$ cat src/rtl/tea_pkg.sv
`timescale 1ns / 1ps
// Shared types, constants and the round function for the TEA block cipher.
// No dependencies.
package tea_pkg;

    localparam int ROUND_COUNT_BITS = 8;
    localparam int WORD_BITS        = 32;
    localparam int ADDR_BITS        = 5;

    localparam logic [WORD_BITS-1:0] TEA_DELTA = 32'h9e3779b9;
    localparam logic [ROUND_COUNT_BITS-1:0] ROUND_COUNT_RESET = ROUND_COUNT_BITS'(32);

    // Register indexes, taken from paddr[4:2]
    localparam logic [2:0] REG_KEY_WORD0    = 3'd0;
    localparam logic [2:0] REG_KEY_WORD1    = 3'd1;
    localparam logic [2:0] REG_KEY_WORD2    = 3'd2;
    localparam logic [2:0] REG_KEY_WORD3    = 3'd3;
    localparam logic [2:0] REG_ROUND_COUNT  = 3'd4;
    localparam logic [2:0] REG_DECRYPT_MODE = 3'd5;

    typedef struct packed {
        logic [WORD_BITS-1:0]        key_word0;
        logic [WORD_BITS-1:0]        key_word1;
        logic [WORD_BITS-1:0]        key_word2;
        logic [WORD_BITS-1:0]        key_word3;
        logic [ROUND_COUNT_BITS-1:0] round_count;
        logic                        decrypt_mode;
    } tea_cfg_t;

    typedef struct packed {
        logic load;
        logic prep;
        logic round;
        logic emit;
    } tea_cmd_t;

    typedef struct packed {
        logic cnt_zero;
        logic out_free;
    } tea_stat_t;

    function automatic logic [WORD_BITS-1:0] tea_mix(
        input logic [WORD_BITS-1:0] x,
        input logic [WORD_BITS-1:0] sum,
        input logic [WORD_BITS-1:0] ka,
        input logic [WORD_BITS-1:0] kb
    );
        tea_mix = ((x << 4) + ka) ^ (x + sum) ^ ((x >> 5) + kb);
    endfunction

endpackage

$ cat src/rtl/tea_cfg.sv
`timescale 1ns / 1ps
// APB-style register file: key words, round count and mode.
// Depends on tea_pkg.
module tea_cfg
    import tea_pkg::*;
(
    input  logic                 aclk,
    input  logic                 aresetn,
    input  logic                 psel,
    input  logic                 penable,
    input  logic                 pwrite,
    input  logic [ADDR_BITS-1:0] paddr,
    input  logic [WORD_BITS-1:0] pwdata,
    output logic [WORD_BITS-1:0] prdata,
    output logic                 pready,
    output tea_cfg_t             cfg
);

    tea_cfg_t   cfg_reg;
    tea_cfg_t   cfg_next;
    logic [2:0] reg_index;
    logic       wr_en;

    assign reg_index = paddr[4:2];
    assign wr_en     = psel & penable & pwrite;
    assign pready    = 1'b1;
    assign cfg       = cfg_reg;

    always_comb begin
        cfg_next = cfg_reg;
        if (wr_en) begin
            case (reg_index)
                REG_KEY_WORD0:    cfg_next.key_word0    = pwdata;
                REG_KEY_WORD1:    cfg_next.key_word1    = pwdata;
                REG_KEY_WORD2:    cfg_next.key_word2    = pwdata;
                REG_KEY_WORD3:    cfg_next.key_word3    = pwdata;
                REG_ROUND_COUNT:  cfg_next.round_count  = pwdata[ROUND_COUNT_BITS-1:0];
                REG_DECRYPT_MODE: cfg_next.decrypt_mode = pwdata[0];
                default:          cfg_next = cfg_reg;
            endcase
        end
    end

    always_ff @(posedge aclk) begin
        if (!aresetn) begin
            cfg_reg.key_word0    <= '0;
            cfg_reg.key_word1    <= '0;
            cfg_reg.key_word2    <= '0;
            cfg_reg.key_word3    <= '0;
            cfg_reg.round_count  <= ROUND_COUNT_RESET;
            cfg_reg.decrypt_mode <= 1'b0;
        end else begin
            cfg_reg <= cfg_next;
        end
    end

    always_comb begin
        case (reg_index)
            REG_KEY_WORD0:    prdata = cfg_reg.key_word0;
            REG_KEY_WORD1:    prdata = cfg_reg.key_word1;
            REG_KEY_WORD2:    prdata = cfg_reg.key_word2;
            REG_KEY_WORD3:    prdata = cfg_reg.key_word3;
            REG_ROUND_COUNT:  prdata = WORD_BITS'(cfg_reg.round_count);
            REG_DECRYPT_MODE: prdata = WORD_BITS'(cfg_reg.decrypt_mode);
            default:          prdata = '0;
        endcase
    end

endmodule

$ cat src/rtl/tea_ctrl.sv
`timescale 1ns / 1ps
// Sequencer for the TEA datapath: load, prepare the sum, run rounds, emit.
// Depends on tea_pkg.
module tea_ctrl
    import tea_pkg::*;
(
    input  logic      aclk,
    input  logic      aresetn,
    input  logic      s_valid,
    output logic      s_ready,
    input  tea_stat_t stat,
    output tea_cmd_t  cmd
);

    typedef enum logic [1:0] {
        ST_IDLE,
        ST_PREP,
        ST_RUN
    } state_t;

    state_t state_reg;
    logic   s_ready_reg;

    assign s_ready = s_ready_reg;

    always_comb begin
        cmd.load  = s_valid & s_ready_reg;
        cmd.prep  = (state_reg == ST_PREP);
        cmd.round = (state_reg == ST_RUN) & ~stat.cnt_zero;
        cmd.emit  = (state_reg == ST_RUN) & stat.cnt_zero & stat.out_free;
    end

    always_ff @(posedge aclk) begin
        if (!aresetn) begin
            state_reg   <= ST_IDLE;
            s_ready_reg <= 1'b1;
        end else begin
            case (state_reg)
                ST_IDLE: begin
                    if (s_valid & s_ready_reg) begin
                        state_reg   <= ST_PREP;
                        s_ready_reg <= 1'b0;
                    end
                end
                ST_PREP: begin
                    state_reg <= ST_RUN;
                end
                ST_RUN: begin
                    // hold with the finished block until the output stage frees up
                    if (stat.cnt_zero & stat.out_free) begin
                        state_reg   <= ST_IDLE;
                        s_ready_reg <= 1'b1;
                    end
                end
                default: begin
                    state_reg   <= ST_IDLE;
                    s_ready_reg <= 1'b1;
                end
            endcase
        end
    end

endmodule

$ cat src/rtl/tea_dp.sv
`timescale 1ns / 1ps
// TEA datapath: block words, running sum, round counter and output stage.
// Depends on tea_pkg.
module tea_dp
    import tea_pkg::*;
(
    input  logic                 aclk,
    input  logic                 aresetn,
    input  tea_cfg_t             cfg,
    input  tea_cmd_t             cmd,
    output tea_stat_t            stat,
    input  logic [WORD_BITS-1:0] s_block_low,
    input  logic [WORD_BITS-1:0] s_block_high,
    output logic                 m_valid,
    input  logic                 m_ready,
    output logic [WORD_BITS-1:0] m_result_low,
    output logic [WORD_BITS-1:0] m_result_high
);

    logic [WORD_BITS-1:0]        v0_reg, v0_next;
    logic [WORD_BITS-1:0]        v1_reg, v1_next;
    logic [WORD_BITS-1:0]        sum_reg;
    logic [ROUND_COUNT_BITS-1:0] cnt_reg;
    logic                        decrypt_reg;
    logic [WORD_BITS-1:0]        start_sum;
    logic [WORD_BITS-1:0]        out_low_reg;
    logic [WORD_BITS-1:0]        out_high_reg;
    logic                        out_valid_reg;

    assign stat.cnt_zero = (cnt_reg == '0);
    assign stat.out_free = ~out_valid_reg | m_ready;

    assign m_valid       = out_valid_reg;
    assign m_result_low  = out_low_reg;
    assign m_result_high = out_high_reg;

    // Decrypt starts from rounds * delta; encrypt keeps the sum one step ahead
    always_comb begin
        if (decrypt_reg) begin
            start_sum = WORD_BITS'(cnt_reg) * TEA_DELTA;
        end else begin
            start_sum = TEA_DELTA;
        end
    end

    // One full TEA cycle
    always_comb begin
        if (decrypt_reg) begin
            v1_next = v1_reg - tea_mix(v0_reg, sum_reg, cfg.key_word2, cfg.key_word3);
            v0_next = v0_reg - tea_mix(v1_next, sum_reg, cfg.key_word0, cfg.key_word1);
        end else begin
            v0_next = v0_reg + tea_mix(v1_reg, sum_reg, cfg.key_word0, cfg.key_word1);
            v1_next = v1_reg + tea_mix(v0_next, sum_reg, cfg.key_word2, cfg.key_word3);
        end
    end

    always_ff @(posedge aclk) begin
        if (cmd.load) begin
            v0_reg      <= s_block_low;
            v1_reg      <= s_block_high;
            cnt_reg     <= cfg.round_count;
            decrypt_reg <= cfg.decrypt_mode;
        end else if (cmd.round) begin
            v0_reg  <= v0_next;
            v1_reg  <= v1_next;
            cnt_reg <= cnt_reg - 1'b1;
        end
        if (cmd.prep) begin
            sum_reg <= start_sum;
        end else if (cmd.round) begin
            sum_reg <= decrypt_reg ? (sum_reg - TEA_DELTA) : (sum_reg + TEA_DELTA);
        end
        if (cmd.emit) begin
            out_low_reg  <= v0_reg;
            out_high_reg <= v1_reg;
        end
    end

    always_ff @(posedge aclk) begin
        if (!aresetn) begin
            out_valid_reg <= 1'b0;
        end else if (cmd.emit) begin
            out_valid_reg <= 1'b1;
        end else if (m_ready) begin
            // drop the beat once taken
            out_valid_reg <= 1'b0;
        end
    end

endmodule

$ cat src/rtl/tea_block_cipher.sv
`timescale 1ns / 1ps
// TEA block cipher top level: register file, sequencer and datapath.
// Depends on tea_pkg, tea_cfg, tea_ctrl, tea_dp.
//
//  Channel   Ports                                   Direction  Beat
//  input     s_valid/s_ready, s_block_low/high       in         one 64-bit block
//  result    m_valid/m_ready, m_result_low/high      out        one 64-bit block
//  config    psel/penable/pwrite/paddr/pwdata/...    in         one 32-bit register
//
// From acceptance to a valid result: a block loads at the accepting edge, the prepare state forms
// the starting sum (one 8x32 multiply in decrypt), one full TEA cycle runs per clock in the
// round unit, then the result moves into the output register.
// One block is in the round unit at a time; a new block is taken only once the last result has
// moved into the output register, so the next is taken while the result waits.
// Reset is synchronous on aresetn low; it clears control state and loads the
// register defaults. A stalled result holds the round unit until m_ready.
module tea_block_cipher
    import tea_pkg::*;
(
    input  logic                 aclk,
    input  logic                 aresetn,
    input  logic                 psel,
    input  logic                 penable,
    input  logic                 pwrite,
    input  logic [ADDR_BITS-1:0] paddr,
    input  logic [WORD_BITS-1:0] pwdata,
    output logic [WORD_BITS-1:0] prdata,
    output logic                 pready,
    input  logic                 s_valid,
    output logic                 s_ready,
    input  logic [WORD_BITS-1:0] s_block_low,
    input  logic [WORD_BITS-1:0] s_block_high,
    output logic                 m_valid,
    input  logic                 m_ready,
    output logic [WORD_BITS-1:0] m_result_low,
    output logic [WORD_BITS-1:0] m_result_high
);

    tea_cfg_t  cfg;
    tea_cmd_t  cmd;
    tea_stat_t stat;

    tea_cfg u_cfg (
        .aclk    (aclk),
        .aresetn (aresetn),
        .psel    (psel),
        .penable (penable),
        .pwrite  (pwrite),
        .paddr   (paddr),
        .pwdata  (pwdata),
        .prdata  (prdata),
        .pready  (pready),
        .cfg     (cfg)
    );

    tea_ctrl u_ctrl (
        .aclk    (aclk),
        .aresetn (aresetn),
        .s_valid (s_valid),
        .s_ready (s_ready),
        .stat    (stat),
        .cmd     (cmd)
    );

    tea_dp u_dp (
        .aclk          (aclk),
        .aresetn       (aresetn),
        .cfg           (cfg),
        .cmd           (cmd),
        .stat          (stat),
        .s_block_low   (s_block_low),
        .s_block_high  (s_block_high),
        .m_valid       (m_valid),
        .m_ready       (m_ready),
        .m_result_low  (m_result_low),
        .m_result_high (m_result_high)
    );

endmodule
$ cat config.mk
export PLATFORM = sky130hd
export DESIGN_NAME = tea_block_cipher
export DESIGN_NICKNAME = d
export VERILOG_FILES = /design/src/rtl/tea_pkg.sv /design/src/rtl/tea_cfg.sv /design/src/rtl/tea_ctrl.sv /design/src/rtl/tea_dp.sv /design/src/rtl/tea_block_cipher.sv
export SDC_FILE = /design/constraint.sdc
export NUM_CORES = 2
export LEC_CHECK = 0
export BUFFER_PORTS_ARGS = -buffer_cell sky130_fd_sc_hd__buf_2
export CELL_PAD_IN_SITES_DETAIL_PLACEMENT = 1
export CELL_PAD_IN_SITES_GLOBAL_PLACEMENT = 1
export CORE_UTILIZATION = 40
export DETAILED_ROUTE_END_ITERATION = 6
export PLACE_DENSITY_LB_ADDON = 0.1
export SYNTH_ARGS = -nofsm -noshare
export SYNTH_HDL_FRONTEND = slang
export SYNTH_SLANG_ARGS = --single-unit
$ cat constraint.sdc
create_clock -name aclk -period 9.2 [get_ports aclk]
set_input_delay 0.46 -clock aclk [delete_from_list [all_inputs] [get_ports aclk]]
set_output_delay 0.46 -clock aclk [all_outputs]
set_load 0.05 [all_outputs]
==> metrics.yaml <==
portBuffers: 203
critPathKind: "flip-flop to flip-flop"
slew_violations: 0
ys_seq_elements: 310
outcome: "completed"
seq_area_frac_synth_pct: 19.3
reg2reg_to: "u_dp.v1_reg[28]$_DFFE_PP_"
hold_depth: 3
vias_per_cell: 5.97
cts_inserted_buffers: 42
cts.clk_slew.worst_paths_ns: 0.07
grt_max_degree: 88
clock_skew_ns: 0.0310
synthCells: 4869
drtPass1Iterations: 6
reg2reg_slack_ns: 0.16
r2r_cells: 40
fin_nets: 6374
die_w_um: 322
syn-num-nets: 5640
syn2layout_area_growth_pct: 22.9
drv_cap: 0
gp_congestion: 0.995
io_pins: 207
worstSetupEndpointType: "flip-flop"
drt-total-wl_mm: 194
synth_edf_count: 169
die_h_um: 322
regArea_mm2: 0.00790
antenna_found_initial: 16
utilization_pct: 49.9
largest_reg_flops: 137
fin_crit_sh_pct: 98.3
hold_start: "s_block_high[29]"
place_hpwl_mm: 160
arrival_ns: 9.42
worst_setup_path_start_kind: "flip-flop"
grt-ovfl-total: 0
cp.required_ns: 9.58
dp.cells: 6877
synth_top_flop_cell: "edfxtp_1"
final-setup-viol-count: 0
nFillCells: 12004
core_area_mm2: 0.101
holdPathEnd: "u_dp.v1_reg[29]$_DFFE_PP_"
worst_pin_slew_ns: 1.04
ys_async_sr_fraction_pct: 0
crit_slowest_cell: "edfxtp_1"
multiInputGateArea_mm2: 0.0328
cpPeakStageDelay_ns: 0.51
holdCritPathClass: "input port to flip-flop"
finalHoldViolCount: 0
relSlewSlack_pct: 30.6
cts_tree: "done"
fmax_mhz: 111
cts_root_buffer: "clkbuf_16"
cp_common_cell: "a21o_1"
drive_gt1_share_pct: 19.5
grt_pass1_vias: 41297
mostFrequentLayoutCells: "buf_4, xnor2_1, ha_1"
placementRows: 116
grt_pass1_wl_mm: 275
path_max_fanout: 5
post_drt_wl_per_cell_um: 27.7
period_needed_ns: 9.04
cts_buffer_depth: 3
syn-cell-area_mm2: 0.0408
drc: 0
htreeDepth: 2
initial_core_util_pct: 40.6
r2r_start: "u_dp.sum_reg[1]$_DFFE_PP_"
synth.distinct_cells: 96
drt-initial-drc-count: 3867
via_count: 41743
avgSynthCellArea_um2: 8.39
track_usage_pct: 36.5
insertion_delay_ns: 0.64
cts_sinks: 310
ant_nets: 0
stdcell_count: 6995
dieArea_mm2: 0.103
mostFrequentLayoutCell: "buf_4"
yosysWarnings: 0
==> area by class of cell <==
class / count / share of cell area (%)
clock inverters: 17 / 0.371
multi-input cells: 4223 / 65.4
diodes: 5 / 0.0249
well taps: 1357 / 3.38
inverters: 225 / 1.68
flip-flops and latches: 310 / 15.7
clock buffers: 57 / 2.35
repair buffers: 801 / 11.0
==> Yosys cell counts, drive strengths merged (7+ instances only) <==
master / instances / area (µm²)
a2111oi: 8 / 108
a211o: 14 / 123
a211oi: 38 / 290
a21boi: 141 / 1060
a21o: 265 / 1990
a21oi: 462 / 2330
a22oi: 64 / 480
a31o: 15 / 140
a31oi: 52 / 338
a41oi: 11 / 96.3
and2: 21 / 131
and3: 43 / 269
buf: 10 / 41.3
clkbuf: 101 / 379
dfxtp: 141 / 2820
edfxtp: 169 / 5070
fa: 79 / 1580
ha: 584 / 7310
inv: 224 / 841
mux2i: 33 / 330
nand2: 549 / 2060
nand2b: 68 / 425
nand3: 60 / 300
nand4: 31 / 194
nor2: 245 / 920
nor2b: 57 / 357
nor3: 49 / 250
nor4: 8 / 50.1
o2111ai: 11 / 96.3
o211ai: 18 / 135
o21a: 53 / 398
o21ai: 270 / 1360
o21bai: 64 / 480
o22ai: 16 / 100
o31a: 7 / 61.3
o31ai: 20 / 160
or2: 11 / 68.8
or3: 14 / 87.6
xnor2: 612 / 5370
xnor3: 8 / 180
xor2: 139 / 1220
==> logic make-up (layout without fill, tap and decap cells) <==
| group | Yosys count | count (layout) | synth area share, % |
|---|---|---|---|
| AO/OA/AOI/OAI | 1572 | 1572 | 24.9 |
| AND/OR/NAND/NOR | 1188 | 1188 | 13.2 |
| XOR/XNOR | 759 | 759 | 16.6 |
| adder cells (fa/ha/maj) | 663 | 663 | 21.8 |
| buffers and inverters | 336 | 1100 | 3.10 |
| flip-flops | 310 | 310 | 19.3 |
| multiplexers | 40 | 40 | 1.14 |
| other | 1 | 6 | 0.00918 |
==> worst max-delay path by stage <==
stage | start | to | cells after the start | slack (ns)
finish | u_dp.sum_reg[1]$_DFFE_PP_ | u_dp.v1_reg[28]$_DFFE_PP_ | 40 | 0.16
global placement | u_dp.v1_reg[5]$_DFFE_PP_ | u_dp.v1_reg[30]$_DFFE_PP_ | 45 | -0.48
detailed placement | u_cfg.cfg[73]$_SDFFE_PN0P_ | u_dp.v1_reg[30]$_DFFE_PP_ | 45 | -0.53
floorplan | u_dp.sum_reg[1]$_DFFE_PP_ | u_dp.v1_reg[28]$_DFFE_PP_ | 42 | 0.49
global route | u_dp.v1_reg[0]$_DFFE_PP_ | u_dp.v1_reg[31]$_DFFE_PP_ | 50 | -0.08
CTS | u_dp.sum_reg[0]$_DFFE_PP_ | u_dp.v0_reg[31]$_DFFE_PP_ | 43 | 0.003
==> worst max-delay path: cells and delay by family, from the launching register on <==
family	cells	cell delay, ns
DFF	1	0.51
AOI/OAI and AO/OA	17	3.37
xor gates and xnor gates	8	1.80
buffers and inverters	7	1.13
and+or+nand+nor	4	0.56
adders and majority gates	4	1.42
==> timing repair <==
action | 4_1_cts | 5_1_grt
pin swaps | 12 | 98
gates resized for setup | 40 | 195
setup buffers | 12 | 27
hold buffers | 0 | 0
setup endpoints to repair | 15 | 24
==> metal layers <==
| layer | vias to the layer above | routed length (µm) | GRT usage [%] |
|---|---|---|---|
| met5 | - | 175 | 0 |
| met4 | 8 | 4860 | 8.36 |
| met3 | 249 | 19600 | 6.61 |
| met2 | 1566 | 82600 | 55.7 |
| met1 | 20932 | 86400 | 52.9 |
| li1 | 18988 | - | - |
==> per-stage QoR <==
step / worst slack (ns) / area, µm² / TNS [ns] / hold WS, ns
2_1_floorplan: 0.493 / 40800 / 0 / 0.424
3_3_place_gp: -0.478 / 47400 / -2.08 / 0.451
3_5_place_dp: -0.529 / 47400 / -2.72 / 0.487
4_1_cts: 0.00343 / 49000 / 0 / 0.0789
5_1_grt: -0.0790 / 50200 / -0.263 / 0.116
6_report: 0.159 / 50200 / 0 / 0.110
Power is left out: the tool's default activity adds up to more than one toggle a clock period on the data nets, which glitch-free logic cannot reach.
